--- src/design/kmp_pkg.sv ---
// kmp_pkg: payload structs, controller/datapath command and status
// structs, and default sizes for the KMP string matcher. No dependencies.
`default_nettype none

package kmp_pkg;

    localparam int KMP_MAX_PATTERN = 256;
    localparam int KMP_POS_BITS    = 32;
    localparam int KMP_START_W     = 32;

    localparam logic KMP_MODE_PATTERN = 1'b0;
    localparam logic KMP_MODE_TEXT    = 1'b1;

    typedef struct packed {
        logic       mode;
        logic [7:0] char_in;
        logic       first;
    } kmp_in_t;

    typedef struct packed {
        logic                   match;
        logic [KMP_START_W-1:0] match_start;
        logic                   overflow;
    } kmp_out_t;

    // controller -> datapath
    typedef struct packed {
        logic load;          // capture input beat, apply restart
        logic set_ovf;       // pattern byte dropped
        logic pat_first;     // first pattern byte: store it, failure entry 0
        logic pat_start;     // store byte, chain walk starts at build length
        logic txt_empty;     // no pattern: only advance position
        logic txt_start;     // chain walk starts at matched count
        logic step;          // one failure-chain step
        logic pat_post;      // write failure entry, grow pattern
        logic txt_post;      // update match state and position, build result
        logic fail_sel_len;  // failure read at pattern length - 1
        logic mc_fix;        // matched count from failure entry after a match
        logic out_load;      // move result into output register
    } kmp_cmd_t;

    // datapath -> controller
    typedef struct packed {
        logic mode;
        logic full;
        logic len_zero;
        logic step_more;
        logic is_match;
        logic out_free;
    } kmp_status_t;

endpackage

`default_nettype wire

--- src/design/kmp_ram.sv ---
// kmp_ram: generic one-write, one-read RAM with registered read data.
// No dependencies.
`default_nettype none

module kmp_ram #(
    parameter int WIDTH = 8,
    parameter int DEPTH = 256
) (
    input  wire logic                     clk,
    input  wire logic                     we,
    input  wire logic [$clog2(DEPTH)-1:0] waddr,
    input  wire logic [WIDTH-1:0]         wdata,
    input  wire logic [$clog2(DEPTH)-1:0] raddr,
    output logic      [WIDTH-1:0]         rdata
);

    logic [WIDTH-1:0] mem [DEPTH];
    logic [WIDTH-1:0] rdata_reg;

    always_ff @(posedge clk)
    begin
        if (we)
        begin
            mem[waddr] <= wdata;
        end
        rdata_reg <= mem[raddr];
    end

    assign rdata = rdata_reg;

endmodule

`default_nettype wire

--- src/design/kmp_datapath.sv ---
// kmp_datapath: pattern store, failure table, match state, text position
// and output register of the KMP matcher. Uses kmp_pkg and kmp_ram.
`default_nettype none

module kmp_datapath
    import kmp_pkg::*;
#(
    parameter int MAX_PATTERN = KMP_MAX_PATTERN,
    parameter int POS_BITS    = KMP_POS_BITS
) (
    input  wire logic     clk,
    input  wire logic     rst_n,
    input  wire kmp_in_t  in_data,
    input  wire kmp_cmd_t cmd,
    output kmp_status_t   status,
    output logic          out_valid,
    input  wire logic     out_ready,
    output kmp_out_t      out_data
);

    localparam int LEN_W  = $clog2(MAX_PATTERN + 1);
    localparam int ADDR_W = $clog2(MAX_PATTERN);

    logic [LEN_W-1:0]    len_reg;
    logic [LEN_W-1:0]    bpl_reg;
    logic [LEN_W-1:0]    mc_reg;
    logic [POS_BITS-1:0] pos_reg;
    logic [LEN_W-1:0]    j_reg;
    logic [LEN_W-1:0]    j_next;
    logic                mode_reg;
    logic [7:0]          char_reg;
    logic                res_match_reg;
    logic [KMP_START_W-1:0] res_start_reg;
    logic                res_ovf_reg;
    logic                out_valid_reg;
    kmp_out_t            out_data_reg;

    logic [7:0]          store_q;
    logic [ADDR_W-1:0]   fail_q;
    logic [ADDR_W-1:0]   fail_raddr;
    logic [ADDR_W-1:0]   fail_wdata;
    logic [LEN_W-1:0]    len_m1;
    logic [LEN_W-1:0]    j_m1;
    logic [POS_BITS-1:0] start_pos;
    logic [63:0]         start_wide;
    logic                store_hit;

    assign len_m1    = len_reg - LEN_W'(1);
    assign j_m1      = j_reg - LEN_W'(1);
    assign store_hit = (store_q == char_reg);

    assign fail_raddr = cmd.fail_sel_len ? len_m1[ADDR_W-1:0] : j_m1[ADDR_W-1:0];
    assign fail_wdata = cmd.pat_first ? '0 : j_reg[ADDR_W-1:0];

    // occurrence started len-1 bytes before the current one
    assign start_pos  = pos_reg - POS_BITS'(len_reg) + POS_BITS'(1);
    assign start_wide = 64'(start_pos);

    kmp_ram #(
        .WIDTH (8),
        .DEPTH (MAX_PATTERN)
    ) u_store (
        .clk   (clk),
        .we    (cmd.pat_first | cmd.pat_start),
        .waddr (len_reg[ADDR_W-1:0]),
        .wdata (char_reg),
        .raddr (j_reg[ADDR_W-1:0]),
        .rdata (store_q)
    );

    kmp_ram #(
        .WIDTH (ADDR_W),
        .DEPTH (MAX_PATTERN)
    ) u_fail (
        .clk   (clk),
        .we    (cmd.pat_first | cmd.pat_post),
        .waddr (len_reg[ADDR_W-1:0]),
        .wdata (fail_wdata),
        .raddr (fail_raddr),
        .rdata (fail_q)
    );

    always_comb
    begin
        j_next = j_reg;
        if (cmd.pat_start)
        begin
            j_next = bpl_reg;
        end
        else if (cmd.txt_start)
        begin
            j_next = (mc_reg >= len_reg) ? '0 : mc_reg;
        end
        else if (cmd.step)
        begin
            if (status.step_more)
            begin
                j_next = LEN_W'(fail_q);
            end
            else if (store_hit)
            begin
                j_next = j_reg + LEN_W'(1);
            end
        end
    end

    always_comb
    begin
        status.mode      = mode_reg;
        status.full      = (len_reg >= LEN_W'(MAX_PATTERN));
        status.len_zero  = (len_reg == '0);
        status.step_more = (j_reg != '0) && !store_hit;
        status.is_match  = (j_reg >= len_reg);
        status.out_free  = !out_valid_reg || out_ready;
    end

    // match state and pattern bookkeeping
    always_ff @(posedge clk or negedge rst_n)
    begin
        if (!rst_n)
        begin
            len_reg       <= '0;
            bpl_reg       <= '0;
            mc_reg        <= '0;
            pos_reg       <= '0;
            out_valid_reg <= 1'b0;
        end
        else
        begin
            if (cmd.load && in_data.first)
            begin
                mc_reg <= '0;
                if (in_data.mode == KMP_MODE_PATTERN)
                begin
                    len_reg <= '0;
                    bpl_reg <= '0;
                end
                else
                begin
                    pos_reg <= '0;
                end
            end
            if (cmd.pat_first)
            begin
                bpl_reg <= '0;
                len_reg <= len_reg + LEN_W'(1);
            end
            if (cmd.pat_post)
            begin
                bpl_reg <= j_reg;
                len_reg <= len_reg + LEN_W'(1);
            end
            if (cmd.txt_empty)
            begin
                pos_reg <= pos_reg + POS_BITS'(1);
            end
            if (cmd.txt_post)
            begin
                mc_reg  <= j_reg;
                pos_reg <= pos_reg + POS_BITS'(1);
            end
            if (cmd.mc_fix)
            begin
                mc_reg <= LEN_W'(fail_q);
            end
            if (cmd.out_load)
            begin
                out_valid_reg <= 1'b1;
            end
            else if (out_ready)
            begin
                out_valid_reg <= 1'b0;
            end
        end
    end

    // payload registers
    always_ff @(posedge clk)
    begin
        j_reg <= j_next;
        if (cmd.load)
        begin
            mode_reg      <= in_data.mode;
            char_reg      <= in_data.char_in;
            res_match_reg <= 1'b0;
            res_start_reg <= '0;
            res_ovf_reg   <= 1'b0;
        end
        if (cmd.set_ovf)
        begin
            res_ovf_reg <= 1'b1;
        end
        if (cmd.txt_post && status.is_match)
        begin
            res_match_reg <= 1'b1;
            res_start_reg <= start_wide[KMP_START_W-1:0];
        end
        if (cmd.out_load)
        begin
            out_data_reg.match       <= res_match_reg;
            out_data_reg.match_start <= res_start_reg;
            out_data_reg.overflow    <= res_ovf_reg;
        end
    end

    assign out_valid = out_valid_reg;
    assign out_data  = out_data_reg;

    a_step_in_pattern: assert property (@(posedge clk) disable iff (!rst_n)
        cmd.step |-> (j_reg < len_reg))
        else $error("failure-chain step beyond pattern length");

    a_mc_bounded: assert property (@(posedge clk) disable iff (!rst_n)
        mc_reg <= len_reg)
        else $error("matched count exceeds pattern length");

    a_bpl_bounded: assert property (@(posedge clk) disable iff (!rst_n)
        (len_reg == '0) || (bpl_reg < len_reg))
        else $error("build prefix length not below pattern length");

    a_match_fixed: assert property (@(posedge clk) disable iff (!rst_n)
        (cmd.txt_post && status.is_match) |=> cmd.mc_fix)
        else $error("match without failure reload of matched count");

endmodule

`default_nettype wire

--- config.mk ---
export PLATFORM = sky130hd
export DESIGN_NAME = kmp_datapath
export DESIGN_NICKNAME = d
export VERILOG_FILES = /design/src/design/kmp_pkg.sv /design/src/design/kmp_ram.sv /design/src/design/kmp_datapath.sv
export SDC_FILE = /design/constraint.sdc
export NUM_CORES = 2
export LEC_CHECK = 0
export ABC_CLOCK_PERIOD_IN_PS = 9800
export BUFFER_PORTS_ARGS = -buffer_cell sky130_fd_sc_hd__buf_2
export CORE_ASPECT_RATIO = 0.75
export CORE_MARGIN = 1.5
export CORE_UTILIZATION = 45
export CTS_CLUSTER_SIZE = 28
export DETAILED_ROUTE_END_ITERATION = 7
export PLACE_DENSITY = 0.6
export SYNTH_ARGS = -nofsm -noshare
export SYNTH_HDL_FRONTEND = slang
export SYNTH_SLANG_ARGS = --single-unit
--- constraint.sdc ---
create_clock -name clk -period 9.8 [get_ports clk]
set_clock_uncertainty 0.15 [all_clocks]
set_input_delay 1.47 -clock clk [delete_from_list [all_inputs] [get_ports clk]]
set_output_delay 1.47 -clock clk [all_outputs]
set_load 0.01 [all_outputs]
==> implementation parameters <==
Parameter                              Value

Run status
  Result of the run    complete, no violations

Layout
  Share of the core filled with cells in the final layout    0.5069
  Area overhead of the layout relative to synthesis    11.72%
  Sequential cell area    127400 um2
  Filler cell count in the final layout    28869
  Most frequent standard cell in the layout excluding fill and tap cells    sky130_fd_sc_hd__edfxtp_1
  Final #Nets    8147
  Area of combinational cells with multiple inputs    38150 um2
  Ratio of cells with drive above 1 in the final layout    0.2633
  Post-route cell area    ~190000 um2
  Top library cells by usage in the layout, fill and taps aside    sky130_fd_sc_hd__edfxtp_1 (4180), sky130_fd_sc_hd__mux4_2 (1138), sky130_fd_sc_hd__nor2_1 (615), sky130_fd_sc_hd__clkbuf_16 (428), sky130_fd_sc_hd__nand2_1 (209)

Power and ir drop
  Maximum vdd ir drop    345.2 uV
  Static leakage power    0.05852 uW
  Power density relative to cell area    259.2 nW/um2
  Total Power    48580 uW

Clock network
  Clock-pin slew on the worst setup and hold paths    60 ps
  Clock tree from TritonCTS    yes
  CTS Root Cell    sky130_fd_sc_hd__clkbuf_16
  Max Buffers Root-to-Sink    4
  Number of hold buffers added after cts    0
  H-tree depth    5
  Quantity of gates resized following cts    0
  TritonCTS Buffers    418
  Buffers inserted by post-CTS timing repair    0
  Clock insertion delay at the later pin of the skew report    980 ps
  Clock sink total    4258

GRT
  Overall routing resource usage    0.2193
  Remaining global-route overflow    0
  First-pass GRT wire length    598900 um
  Maximum number of pins on one net before global-route repair    197
  Number of global-route vias before repair    80837
  Initial antenna violation count    29

Yosys
  Prevailing post-synth register cell    sky130_fd_sc_hd__edfxtp_1
  Flops & latches, synth    between 4000 and 5000
  Post-synthesis share of cell area spent on full adders, half adders and majority gates    0.006534
  Synth Area in Simple Gates    0.02613
  Synth Area in Compound Gates    0.01991
  Gate count of the mapped netlist    ~7800
  Cell area after synthesis    approximately 170000 um2
  Dominant combinational cell family by area after synthesis    multiplexers
  Share of synthesized flip-flops with an asynchronous set or reset    0.01409
  Average size of a mapped cell    21.39 um2
  Post-Synthesis Net Count    7953
  EDFF count, synth    4180
  Number of distinct library cells after synthesis    between 70 and 80
  Xor-xnor portion of the synthesized cell area    0.002297
  Post-synthesis mux area share    0.1707
  Portion of the post-synthesis area used by sequential elements    0.7593
  Total number of yosys warnings    0

STA
  Max-slew headroom    0.04848
  Clock period minus worst slack    6226 ps
  Number of endpoints failing setup at the final stage    0
  Hold violation total from the final report    0
  Worst Tran Pin Value    1427 ps
  Tcrit/Tclk final    0.6353
  Max-slew violation count    0
  Setup TNS after final layout    0 ps
  Hold Worst Slack    268.3 ps
  Top achievable clock speed    160.6 MHz
  RSZ-0062 raised after global routing    false

Worst setup path
  Critical Setup Path Class    reg2reg
  Source of the worst register-to-register timing path    j_reg[1]$_DFFE_PP_
  Slack of the worst reg-to-reg path    3570 ps
  Category of the worst setup path capture point    flip-flop
  Sort of element at the start of the critical path    flip-flop
  Arr. time, crit path    6870 ps
  Cell depth of the worst flop-to-flop path    12
  Critical path required time    10450 ps
  RR Endpoint    u_fail.rdata[4]$_DFF_P_
  Crit path max fanout    89

Floorplanning
  Die span in y    531.8 um
  Effective utilization at floorplan    0.4538
  Die X    708.0 um
  Number of placement rows    193
  I/O pin cnt    66
  Die area    376500 um2
  CORE AREA    369700 um2

Min path
  Worst hold start    res_start_reg[4]$_SDFFCE_PN0P_
  Path category of the worst min-delay check    reg2reg
  Depth of the worst hold-timing path    0
  Worst hold path endpoint    out_data[5]$_DFFE_PP_

Routing
  Via count of the routed design    80957
  Average via count per standard cell    6.060
  Total Routed Length    around 420000 um
  Number of iterations in the first detailed-routing pass    6
  Final ANT Viol Nets    0
  DR iter-0 viols    10169
  Drt drc    0
  Routed wire length per instance    31.32 um

Job
  Max cap viols    0

Place
  Total cell area at the placement stage    about 170000 um2
  Detail Placement HPWL    between 200000 and 250000 um
  Port Buf Inserts    65
  Routability cong.    0.8282
## final cells by class
type                            instances  area share
Antenna cell                           12   0.0001602
Tap cell                             4972     0.03319
Clock inverter                        258     0.01290
Sequential cell                      4258      0.6797
Multi-Input combinational cell       3062      0.2035
Inverter                               60    0.001202
Timing Repair Buffer                  235     0.01055
Clock buffer                          502     0.05879
## cells in the mapped netlist, drive strengths merged (6+ instances only)
| master | instances | area share |
|---|---|---|
| a2111oi | 6 | 0.00035 |
| a211oi | 54 | 0.0024 |
| a21o | 15 | 0.00067 |
| a21oi | 85 | 0.0026 |
| a221oi | 18 | 0.00094 |
| a22o | 26 | 0.0014 |
| a22oi | 77 | 0.0036 |
| a31oi | 6 | 0.00022 |
| and2 | 22 | 0.00082 |
| and3 | 16 | 0.00060 |
| buf | 203 | 0.0079 |
| clkbuf | 258 | 0.0058 |
| dfrtp | 60 | 0.0090 |
| dfxtp | 18 | 0.0021 |
| edfxtp | 4180 | 0.75 |
| ha | 86 | 0.0064 |
| inv | 60 | 0.0013 |
| mux2 | 150 | 0.010 |
| mux2i | 94 | 0.0057 |
| mux4 | 1152 | 0.15 |
| nand2 | 245 | 0.0055 |
| nand2b | 14 | 0.00054 |
| nand3 | 40 | 0.0012 |
| nand4 | 15 | 0.00056 |
| nor2 | 621 | 0.014 |
| nor2b | 12 | 0.00045 |
| nor3 | 24 | 0.00084 |
| nor3b | 7 | 0.00031 |
| nor4 | 11 | 0.00041 |
| o211ai | 11 | 0.00049 |
| o21ai | 91 | 0.0027 |
| o221ai | 8 | 0.00042 |
| o22ai | 55 | 0.0023 |
| o31ai | 6 | 0.00027 |
| or3 | 6 | 0.00022 |
| or4 | 6 | 0.00031 |
| xnor2 | 25 | 0.0013 |
| xor2 | 19 | 0.00099 |
## logic make-up (layout without fill, tap and decap cells)
| group | Yosys count | in the layout |
|---|---|---|
| multiplexers | 1396 | 1396 |
| flip-flops | 4258 | 4258 |
| buffers and inverters | 521 | 1055 |
| AO/OA/AOI/OAI | 488 | 488 |
| adder cells (fa/ha/maj) | 87 | 87 |
| other | 0 | 12 |
| XOR/XNOR | 44 | 44 |
| AND/OR/NAND/NOR | 1047 | 1047 |
## worst max path at each step
| stage | start | endpoint | slack (ps) | cells after the start |
|---|---|---|---|---|
| after detailed placement | cmd[2] | u_fail.rdata[1]$_DFF_P_ | 3050 | 12 |
| final | j_reg[1]$_DFFE_PP_ | u_fail.rdata[4]$_DFF_P_ | 3570 | 12 |
| after global placement | cmd[2] | u_fail.rdata[2]$_DFF_P_ | 2950 | 11 |
| after CTS | j_reg[2]$_DFFE_PP_ | status[1] | 3980 | 9 |
| after floorplan | j_reg[2]$_DFFE_PP_ | u_fail.mem[0][2]$_DFFE_PP_ | 260 | 4 |
| after global routing | cmd[2] | u_fail.rdata[4]$_DFF_P_ | 3490 | 12 |
## layer usage
layer / GRT usage / routed length, um
met3: 0.04713 / 40130
met4: 0.05571 / 10920
met2: 0.3128 / 181900
met1: 0.3443 / 185400
met5: 0 / 7
## report_power, final
group	internal (uW)	total, uW	switching (uW)
sequential	20700	21000	204
combinational	4550	11700	7150
clock	9080	15900	6850
total	34400	48600	14200
## worst max-delay path, stage by stage, from the launching register on
cell	delay, ps
sky130_fd_sc_hd__edfxtp_1	820
sky130_fd_sc_hd__buf_4	730
sky130_fd_sc_hd__nor3_1	140
sky130_fd_sc_hd__xnor2_1	230
sky130_fd_sc_hd__mux2i_4	360
sky130_fd_sc_hd__buf_4	380
sky130_fd_sc_hd__buf_12	450
sky130_fd_sc_hd__a21oi_1	80
sky130_fd_sc_hd__a21oi_1	820
sky130_fd_sc_hd__o22ai_1	200
sky130_fd_sc_hd__nor4_1	1120
sky130_fd_sc_hd__buf_4	250
sky130_fd_sc_hd__nand4_1	90
## stage by stage
stage          instances  setup slack [ps]
2_1_floorplan       7841             256.2
3_3_place_gp       12584              2945
3_5_place_dp       12584              3049
4_1_cts            13344              3979
5_1_grt            13354              3495
6_report           13359              3574
No activity file was read; power rests on OpenSTA's default activity.
