--- src/design/kmp_pkg.sv ---
// kmp_pkg: payload structs, controller/datapath command and status
// structs, and default sizes for the KMP string matcher. No dependencies.
`default_nettype none

package kmp_pkg;

    localparam int KMP_MAX_PATTERN = 256;
    localparam int KMP_POS_BITS    = 32;
    localparam int KMP_START_W     = 32;

    localparam logic KMP_MODE_PATTERN = 1'b0;
    localparam logic KMP_MODE_TEXT    = 1'b1;

    typedef struct packed {
        logic       mode;
        logic [7:0] char_in;
        logic       first;
    } kmp_in_t;

    typedef struct packed {
        logic                   match;
        logic [KMP_START_W-1:0] match_start;
        logic                   overflow;
    } kmp_out_t;

    // controller -> datapath
    typedef struct packed {
        logic load;          // capture input beat, apply restart
        logic set_ovf;       // pattern byte dropped
        logic pat_first;     // first pattern byte: store it, failure entry 0
        logic pat_start;     // store byte, chain walk starts at build length
        logic txt_empty;     // no pattern: only advance position
        logic txt_start;     // chain walk starts at matched count
        logic step;          // one failure-chain step
        logic pat_post;      // write failure entry, grow pattern
        logic txt_post;      // update match state and position, build result
        logic fail_sel_len;  // failure read at pattern length - 1
        logic mc_fix;        // matched count from failure entry after a match
        logic out_load;      // move result into output register
    } kmp_cmd_t;

    // datapath -> controller
    typedef struct packed {
        logic mode;
        logic full;
        logic len_zero;
        logic step_more;
        logic is_match;
        logic out_free;
    } kmp_status_t;

endpackage

`default_nettype wire

--- src/design/kmp_ctrl.sv ---
// kmp_ctrl: sequencer for the KMP matcher; walks each beat through
// decide, failure-chain steps, update and result hand-off. Uses kmp_pkg.
`default_nettype none

module kmp_ctrl
    import kmp_pkg::*;
(
    input  wire logic        clk,
    input  wire logic        rst_n,
    input  wire logic        in_valid,
    output logic             in_ready,
    input  wire kmp_status_t status,
    output kmp_cmd_t         cmd
);

    localparam logic [2:0] ST_IDLE   = 3'd0;
    localparam logic [2:0] ST_DECIDE = 3'd1;
    localparam logic [2:0] ST_RD     = 3'd2;
    localparam logic [2:0] ST_CMP    = 3'd3;
    localparam logic [2:0] ST_POST   = 3'd4;
    localparam logic [2:0] ST_MFIX   = 3'd5;
    localparam logic [2:0] ST_FIN    = 3'd6;

    logic [2:0] state_reg;
    logic [2:0] state_next;

    always_comb
    begin
        cmd        = '0;
        state_next = state_reg;
        in_ready   = 1'b0;
        unique case (state_reg)
            ST_IDLE:
            begin
                in_ready = 1'b1;
                if (in_valid)
                begin
                    cmd.load   = 1'b1;
                    state_next = ST_DECIDE;
                end
            end
            ST_DECIDE:
            begin
                if (status.mode == KMP_MODE_PATTERN)
                begin
                    if (status.full)
                    begin
                        cmd.set_ovf = 1'b1;
                        state_next  = ST_FIN;
                    end
                    else if (status.len_zero)
                    begin
                        cmd.pat_first = 1'b1;
                        state_next    = ST_FIN;
                    end
                    else
                    begin
                        cmd.pat_start = 1'b1;
                        state_next    = ST_RD;
                    end
                end
                else
                begin
                    if (status.len_zero)
                    begin
                        cmd.txt_empty = 1'b1;
                        state_next    = ST_FIN;
                    end
                    else
                    begin
                        cmd.txt_start = 1'b1;
                        state_next    = ST_RD;
                    end
                end
            end
            ST_RD:
            begin
                state_next = ST_CMP;
            end
            ST_CMP:
            begin
                cmd.step   = 1'b1;
                state_next = status.step_more ? ST_RD : ST_POST;
            end
            ST_POST:
            begin
                if (status.mode == KMP_MODE_PATTERN)
                begin
                    cmd.pat_post = 1'b1;
                    state_next   = ST_FIN;
                end
                else
                begin
                    cmd.txt_post     = 1'b1;
                    cmd.fail_sel_len = 1'b1;
                    state_next       = status.is_match ? ST_MFIX : ST_FIN;
                end
            end
            ST_MFIX:
            begin
                cmd.mc_fix = 1'b1;
                state_next = ST_FIN;
            end
            ST_FIN:
            begin
                if (status.out_free)
                begin
                    cmd.out_load = 1'b1;
                    state_next   = ST_IDLE;
                end
            end
            default:
            begin
                state_next = ST_IDLE;
            end
        endcase
    end

    always_ff @(posedge clk or negedge rst_n)
    begin
        if (!rst_n)
        begin
            state_reg <= ST_IDLE;
        end
        else
        begin
            state_reg <= state_next;
        end
    end

endmodule

`default_nettype wire

--- config.mk ---
export PLATFORM = sky130hd
export DESIGN_NAME = kmp_ctrl
export DESIGN_NICKNAME = d
export VERILOG_FILES = /design/src/design/kmp_pkg.sv /design/src/design/kmp_ctrl.sv
export SDC_FILE = /design/constraint.sdc
export NUM_CORES = 1
export LEC_CHECK = 0
export BUFFER_PORTS_ARGS = -buffer_cell sky130_fd_sc_hd__buf_2
export CORE_AREA = 2 2 39 41
export CTS_CLUSTER_DIAMETER = 200
export DETAILED_ROUTE_END_ITERATION = 8
export DIE_AREA = 0 0 41 43
export HOLD_SLACK_MARGIN = 0.05
export SLEW_MARGIN = 20
export SYNTH_ARGS = -nofsm -noshare
export SYNTH_HDL_FRONTEND = slang
export SYNTH_SLANG_ARGS = --single-unit
--- constraint.sdc ---
create_clock -name clk -period 1.6 [get_ports clk]
set_input_delay 0.08 -clock clk [delete_from_list [all_inputs] [get_ports clk]]
set_output_delay 0.08 -clock clk [all_outputs]
set_load 0.02 [all_outputs]
==> results of run 1 <==
layer usage:
metal  routed length (microns)  up-vias  share of wire, %
met5                         0        -                 0
met4                         0        0                 0
met3                        50        0               6.5
met2                       368       11                48
met1                       350      156                46
li1                          -      175                 -
logic make-up after synthesis:
kind of cell / Yosys count / synth area share (%)
and+or+nand+nor: 21 / 52.0
AOI/OAI and AO/OA: 6 / 13.0
DFF: 3 / 21.7
buffers and inverters: 6 / 13.4
metrics by stage:
| stage | hold slack [ps] | util [%] | cells |
|---|---|---|---|
| floorplan | -216 | - | 36 |
| global placement | -125 | 31.0 | 68 |
| detailed placement | -122 | 31.0 | 68 |
| CTS | 148 | 33.6 | 73 |
| global route | 154 | 34.3 | 73 |
| finish | 147 | 34.3 | 73 |
layout make-up:
class | instances | area (sq um)
Tap cell | 16 | 20.0
Clock buffer | 4 | 26.3
Sequential cell | 3 | 78.8
Fill cell | 164 | 910
Inverter | 1 | 3.75
Timing Repair Buffer | 22 | 118
Multi-Input combinational cell | 27 | 228
worst max-delay path, cell delays in order, from the launching register on:
cell and delay, ps:
dfrtp_2 480, nor2_2 140, nand2_1 110, nor3b_1 220, buf_2 190
power groups by stage:
stage | Clock [mW] | Combinational (mW) | Sequential [mW]
after floorplan | 0 | 0.358 | 0.143
after global placement | 0 | 0.325 | 0.221
after detailed placement | 0 | 0.331 | 0.224
after CTS | 0.141 | 0.334 | 0.223
after global routing | 0.151 | 0.361 | 0.253
final | 0.132 | 0.328 | 0.238
cells in the mapped netlist:
master	n	area, sq um
nor2_1	1	3.75
and2_1	1	6.26
nand4b_1	1	8.76
and4bb_2	1	12.5
a21boi_0	1	7.51
nor3b_1	2	15.0
buf_6	2	22.5
and3b_2	2	20.0
o32a_1	1	10.0
nor3_1	2	10.0
nand3_1	1	5.00
dfrtp_1	3	75.1
o21ai_0	1	5.00
nor4_1	1	6.26
inv_1	1	3.75
and4_1	1	8.76
o21ai_1	1	5.00
and4b_2	1	11.3
and2b_2	1	8.76
nor2b_1	1	6.26
nand2_1	2	7.51
a21oi_1	1	5.00
buf_2	1	5.00
nor4b_2	2	30.0
a211oi_2	1	12.5
buf_4	2	15.0
nand3b_4	1	20.0
worst max-delay path by stage:
stage	slack, ps	start	depth (start not counted)	to
finish	140	state_reg[2]	4	cmd[10]
global route	30	state_reg[2]	4	cmd[10]
CTS	50	state_reg[1]	4	cmd[10]
detailed placement	310	state_reg[1]	4	cmd[9]
global placement	350	state_reg[2]	4	cmd[9]
floorplan	270	state_reg[1]	2	cmd[11]
what timing repair did:
item	in CTS	in global routing
gates resized for setup	0	5
setup endpoints to repair	0	4
hold buffers	1	0
hold endpoints to repair	3	0
setup buffers	0	0
==> impl_metrics.toml, run 1 <==
[routing]
routed_wl_microns = 769
ant_nets = 0
drt_iter0_drc = 1
vias_per_cell = 4.68
wire_per_inst_microns = 10.5
drc_errors = 0
vias = 342
first_pass_iters = 2

[clock_network]
cts_tree = "yes"
cts.sinks = 3
cts_max_level = 1
clk_path_buf_depth = 2
cts_inserted_buffers = 3
clkTransAtPathRegs_ps = 40
clock_latency_ps = 230
cts-root-buf = "clkbuf_4"

[job]
max_cap_viol_count = 0

[power]
seqPwrFrac_pct = 34.2
leakage_nw = 0.239
clkPwrFrac_pct = 18.9
p_int_mw = 0.381
power_switching_share_pct = 45.3
power_density_mw_per_mm2 = 1470
switchingPower_mw = 0.316
combPwrFrac_pct = 47.0
total_power_mw = 0.698
peakVddDrop_mv = 0.548

[final_layout]
drive_gt1_share_pct = 64.9
nets = 67
largest_reg_flops = 3
fin_area_sq_um = 474
syn2layout_area_growth_pct = 36.8
final_cell_mix = "20 x buf_2, 3 x clkbuf_4, 3 x dfrtp_2"
n_antenna_cell = 0
final_common_cell = "buf_2"

[synthesis]
ys_seq_area_share_pct = 21.7
netlist_instances = 36
synth_seq_cells = 3
syn_area_per_cell_sq_um = 9.63
ys_types = 27
synth_fp_nets = 45
synth_area_sq_um = 347
yosysWarnings = 0

[critical_path]
r2r_cells = 2
cp-start-kind = "register"
r2r_setup_slack_ps = 550
worstReg2RegStart = "state_reg[2]"
path_max_fanout = 13
cp.arrival_ps = 1380
worstSetupEndpointType = "output port"
reg2reg_to = "state_reg[1]"
cp.required_ps = 1520
crit_type = "reg2out"

[grt]
gr-usage-met1_pct = 9.35
grt_usage_pct = 8.84
grt_use_met2_pct = 13.8
grt_start_max_net_pins = 15
grt_pass1_vias = 271
use_met3_pct = 1.57
grt-busiest-layer = "met2"
grt_pass1_wl_mm = 1.01
overflow = 0
antenna_found_initial = 0

[floorplanning]
die_area_sq_mm = 0.00176
dieWidth_microns = 41
coreArea_sq_mm = 0.00138
start_util_pct = 25.0
boundaryPins = 22
fp.dieH_microns = 43
placementRows = 14

[place]
io_buffers = 21
placed_area_sq_um = 429
dp_hpwl_microns = 572
gp_congestion = 0.615
dp_slack_ps = 308

[sta]
final_max_slew_viol_count = 0
period_minus_slack_ps = 1460
final-hold-violation-count = 0
maxSlewHeadroom_pct = 84.5
layout_setup_ws_ps = 143
final-setup-viol-count = 0
tns_ps = 0
rsz0062_at_grt = "false"
clock.fmax_ghz = 0.686
tightestPinTransition_ps = 233
fin_skew_ps = 1.54
fin_crit_sh_pct = 91.1

[outcome]
status = "complete, no violations"

[hold_path]
worstHoldPathCells = 3
hp-class = "in2reg"
min_from = "status[1]"
min_to = "state_reg[0]"
Power figures use the tool's default switching activity.
==> run 2: changes to the inputs <==
--- a/config.mk
+++ b/config.mk
@@ -11,7 +11,8 @@
 export DETAILED_ROUTE_END_ITERATION = 8
 export DIE_AREA = 0 0 41 43
 export HOLD_SLACK_MARGIN = 0.05
-export SLEW_MARGIN = 20
+export RECOVER_POWER = 25
+export SLEW_MARGIN = 10
 export SYNTH_ARGS = -nofsm -noshare
 export SYNTH_HDL_FRONTEND = slang
 export SYNTH_SLANG_ARGS = --single-unit
==> run 2 against run 1 <==
  * Register-to-register slack about the same
  * Setup slack about the same
  * Clock skew unchanged
  * Combinational power about the same
  * Worst hold slack about the same
  * Cell count unchanged
  * Via count unchanged
  * Critical path depth unchanged
  * Total power about the same
  * First-iteration DRC count unchanged
==> impl_metrics.toml, run 2 (synthesis results as in run 1) <==
[routing]
ant_nets = 0
routed_wl_microns = 767
routed-wl-met3_microns = 50
first_pass_iters = 2
vias_per_cell = 4.68
vias = 342
wl_met2_microns = 367
wl_met1_microns = 348
highest_layer = "met3"
drc_errors = 0
drt_iter0_drc = 1
wire_per_inst_microns = 10.5

[outcome]
status = "complete, no violations"

[hold_path]
min_to = "state_reg[0]"
hp-class = "in2reg"
min_from = "status[1]"
worstHoldPathCells = 3

[critical_path]
cpMaxStageDelayCell = "dfrtp_2"
worstPathCellList = "nor2_2 > nand2_1 > nor3b_1 > buf_2"
reg2reg_to = "state_reg[1]"
worstSetupEndpointType = "output port"
slowest_delay_ps = 480
cp.required_ps = 1520
crit_type = "reg2out"
worstReg2RegStart = "state_reg[2]"
path_max_fanout = 13
cp.arrival_ps = 1380
r2r_cells = 2
cp-start-kind = "register"
r2r_setup_slack_ps = 550

[place]
dp_hpwl_microns = 572
gp_congestion = 0.615
io_buffers = 21

[sta]
tightestPinTransition_ps = 233
final-hold-violation-count = 0
clock.fmax_ghz = 0.686
final-setup-viol-count = 0
period_minus_slack_ps = 1460
final_max_slew_viol_count = 0
fin_skew_ps = 1.54
fin_hold_ws_ps = 147
rsz0062_at_grt = "false"
fin_crit_sh_pct = 91.1
maxSlewHeadroom_pct = 84.5
tns_ps = 0

[floorplanning]
placementRows = 14
boundaryPins = 22
fp.dieH_microns = 43
dieWidth_microns = 41
die_area_sq_mm = 0.00176
start_util_pct = 25.0
coreArea_sq_mm = 0.00138

[final_layout]
n_antenna_cell = 0
final_cell_mix = "19 x buf_2, 3 x clkbuf_4, 3 x dfrtp_2"
nFillCells = 165
drive_gt1_share_pct = 63.2
final_common_cell = "buf_2"
largest_reg_flops = 3
syn2layout_area_growth_pct = 36.5
nets = 67

[clock_network]
cts-root-buf = "clkbuf_4"
cts_tree = "yes"
cts_setup_buffers = 0
clkTransAtPathRegs_ps = 40
cts_max_level = 1
cts_inserted_buffers = 3
clk_path_buf_depth = 2
cts.sinks = 3
clock_latency_ps = 230

[power]
power_density_mw_per_mm2 = 1470
peakVddDrop_mv = 0.548
total_power_mw = 0.697
leakage_nw = 0.236

[grt]
grt_pass1_wl_mm = 1.01
overflow = 0
grt_start_max_net_pins = 15
grt_usage_pct = 8.84
antenna_found_initial = 0
grt_pass1_vias = 271

[job]
max_cap_viol_count = 0
[run 2: power breakdown]
group	internal, mW	switching (mW)
sequential	0.120	0.119
combinational	0.168	0.159
clock	0.0934	0.0382
total	0.381	0.316
[run 2: metrics by stage]
stage	setup WS, ps	cells	utilization, %	area (sq um)
floorplan	266	36	-	347
global placement	346	68	31.0	429
detailed placement	308	68	31.0	429
CTS	51.2	73	33.6	465
global route	26.2	73	34.2	473
finish	143	73	34.2	473
[run 2: timing repair]
| action | CTS | global route |
|---|---|---|
| setup endpoints to repair | 0 | 4 |
| endpoints found under the hold margin | 3 | 0 |
| resized for setup | 0 | 5 |
| hold buffers | 1 | 0 |
[run 2: layout make-up]
class	instances	area [sq um]	share of cell area, %
clock buffer	4	26.3	5.56
tap	16	20.0	4.23
timing repair buffer	22	116	24.6
sequential	3	78.8	16.7
inverter	1	3.75	0.794
multi-input combinational	27	228	48.1
[run 2: worst max path at each step]
stage          cells past startpoint    startpoint      end  slack [ps]
2_1_floorplan                      2  state_reg[1]  cmd[11]         270
3_3_place_gp                       4  state_reg[2]   cmd[9]         350
6_report                           4  state_reg[2]  cmd[10]         140
5_1_grt                            4  state_reg[2]  cmd[10]          30
4_1_cts                            4  state_reg[1]  cmd[10]          50
3_5_place_dp                       4  state_reg[1]   cmd[9]         310
[run 2: worst max-delay path: cells and delay by family (launching register included)]
family                 cells  cell delay, ps
DFF                        1             480
and+or+nand+nor            3             470
buffers and inverters      1             190
[run 2: metal layers]
metal  vias to the layer above  global-route usage [%]
met2                        11                    13.8
met5                         -                       0
met1                       156                    9.35
met3                         0                    1.57
met4                         0                    8.00
li1                        175                       -
==> run 3: changes to the inputs <==
==> constraint.sdc (replaced) <==
create_clock -name clk -period 1.2 [get_ports clk]
set_input_delay 0.06 -clock clk [delete_from_list [all_inputs] [get_ports clk]]
set_output_delay 0.06 -clock clk [all_outputs]
set_load 0.02 [all_outputs]
==> run 3 against run 2 <==
  * The flow now finishes with violations (negative setup slack)
  * Clock power rose by 31%
  * Via count rose by 15%
  * Total power rose by 76%
  * Global-route usage rose by 2.3 points
  * Critical endpoint is now cmd[9]
  * Largest cell class unchanged
  * Highest routed layer unchanged
==> impl_metrics.toml, run 3 (synthesis results as in run 1) <==
[critical_path]
crit_type = "reg2out"
worstPathCellList = "nor2_2 > nand2_2 > nor4b_4 > buf_4"
cp-start-kind = "register"
slowest_delay_ps = 380
cpMaxStageDelayCell = "dfrtp_1"
worstSetupEndpointType = "output port"
cp.required_ps = 1140
worstReg2RegStart = "state_reg[1]"
path_max_fanout = 4
startpoint = "state_reg[2]"
cp.arrival_ps = 1270

[sta]
maxSlewHeadroom_pct = 81.7
tightestPinTransition_ps = 275
final_max_slew_viol_count = 0
period_minus_slack_ps = 1330
clock.fmax_ghz = 0.753
final-setup-viol-count = 11
fin_crit_sh_pct = 111
tns_ps = -687
fin_hold_ws_ps = 117
rsz0062_at_grt = "true"
layout_setup_ws_ps = -129
final-hold-violation-count = 0
fin_skew_ps = 1.63

[final_layout]
fin_area_sq_um = 611
final_cell_mix = "15 x buf_4, 7 x buf_2, 4 x buf_6, 3 x clkbuf_4, 3 x dfrtp_1"
final_common_cell = "buf_4"
largest_reg_flops = 3
instances_no_fill = 79
fin_util_pct = 44.1
nets = 73
drive_gt1_share_pct = 71.4
n_antenna_cell = 0
syn2layout_area_growth_pct = 76.2

[place]
placed_area_sq_um = 473
io_buffers = 21
gp_congestion = 0.670
dp_hpwl_microns = 645
dp_slack_ps = 75.9
dp.cells = 71

[clock_network]
cts.sinks = 3
cts_inserted_buffers = 3
cts_max_level = 1
cts_tree = "yes"
cts-root-buf = "clkbuf_4"
clock_latency_ps = 230
clkTransAtPathRegs_ps = 40
clk_path_buf_depth = 2

[routing]
vias = 393
vias_per_cell = 4.97
drc_errors = 0
first_pass_iters = 2
drt_iter0_drc = 2
routed_wl_microns = 944
wire_per_inst_microns = 11.9
ant_nets = 0

[power]
peakVddDrop_mv = 0.867
leakage_nw = 0.289
total_power_mw = 1.23
power_density_mw_per_mm2 = 2020

[grt]
grt_usage_pct = 11.2
gr-usage-met1_pct = 11.9
grt-busiest-layer = "met2"
antenna_found_initial = 0
grt_pass1_vias = 337
overflow = 0
grt_use_met2_pct = 18.4
grt_start_max_net_pins = 14
use_met3_pct = 4.71
grt_pass1_wl_mm = 1.35

[floorplanning]
fp.dieH_microns = 43
die_area_sq_mm = 0.00176
boundaryPins = 22
placementRows = 14
start_util_pct = 25.0
dieWidth_microns = 41
coreArea_sq_mm = 0.00138

[outcome]
violations = "negative setup slack"
status = "complete, but fails checks"

[job]
max_cap_viol_count = 0

[hold_path]
hp-class = "in2reg"
min_from = "status[1]"
-- run 3: final cells by class --
| type | instances | area [sq um] |
|---|---|---|
| clock buffers | 4 | 26.3 |
| fillers | 144 | 773 |
| inverters | 1 | 3.75 |
| multi-input cells | 27 | 279 |
| flip-flops and latches | 3 | 75.1 |
| well taps | 16 | 20.0 |
| repair buffers | 28 | 206 |
-- run 3: metal layers --
metal  vias up  part of all wire, %
met1       192                   40
met4         0                    0
met3         0                  6.4
li1        188                    -
met5         -                    0
met2        13                   54
-- run 3: final timing paths --
kind	end	slack (ps)	cells past startpoint
worst max-delay path	cmd[9]	-130	4
worst min-delay path	state_reg[0]	120	3
worst max register to register	state_reg[2]	80	5
worst min register to register	state_reg[0]	660	2
max in group asynchronous	state_reg[1]	880	2
min in group asynchronous	state_reg[2]	170	2
-- run 3: power by group --
part	leakage (nW)	internal [mW]	switching, mW	total [mW]
registers	0.0356	0.151	0.0365	0.187
logic	0.239	0.434	0.436	0.870
clock network	0.0150	0.124	0.0486	0.173
total	0.289	0.709	0.521	1.23
-- run 3: worst max-delay path: cells and delay by family, from the launching register on --
| family | cells | cell delay [ps] |
|---|---|---|
| AND/OR/NAND/NOR | 3 | 480 |
| flip-flops | 1 | 380 |
| buffers and inverters | 1 | 180 |
-- run 3: repair_timing --
action                                  CTS  global route
buffers inserted                          0             3
pin swaps                                 4             2
endpoints found under the setup margin   12            13
hold endpoints to repair                  3             0
gates resized for setup                  13            11
hold buffers                              1             0
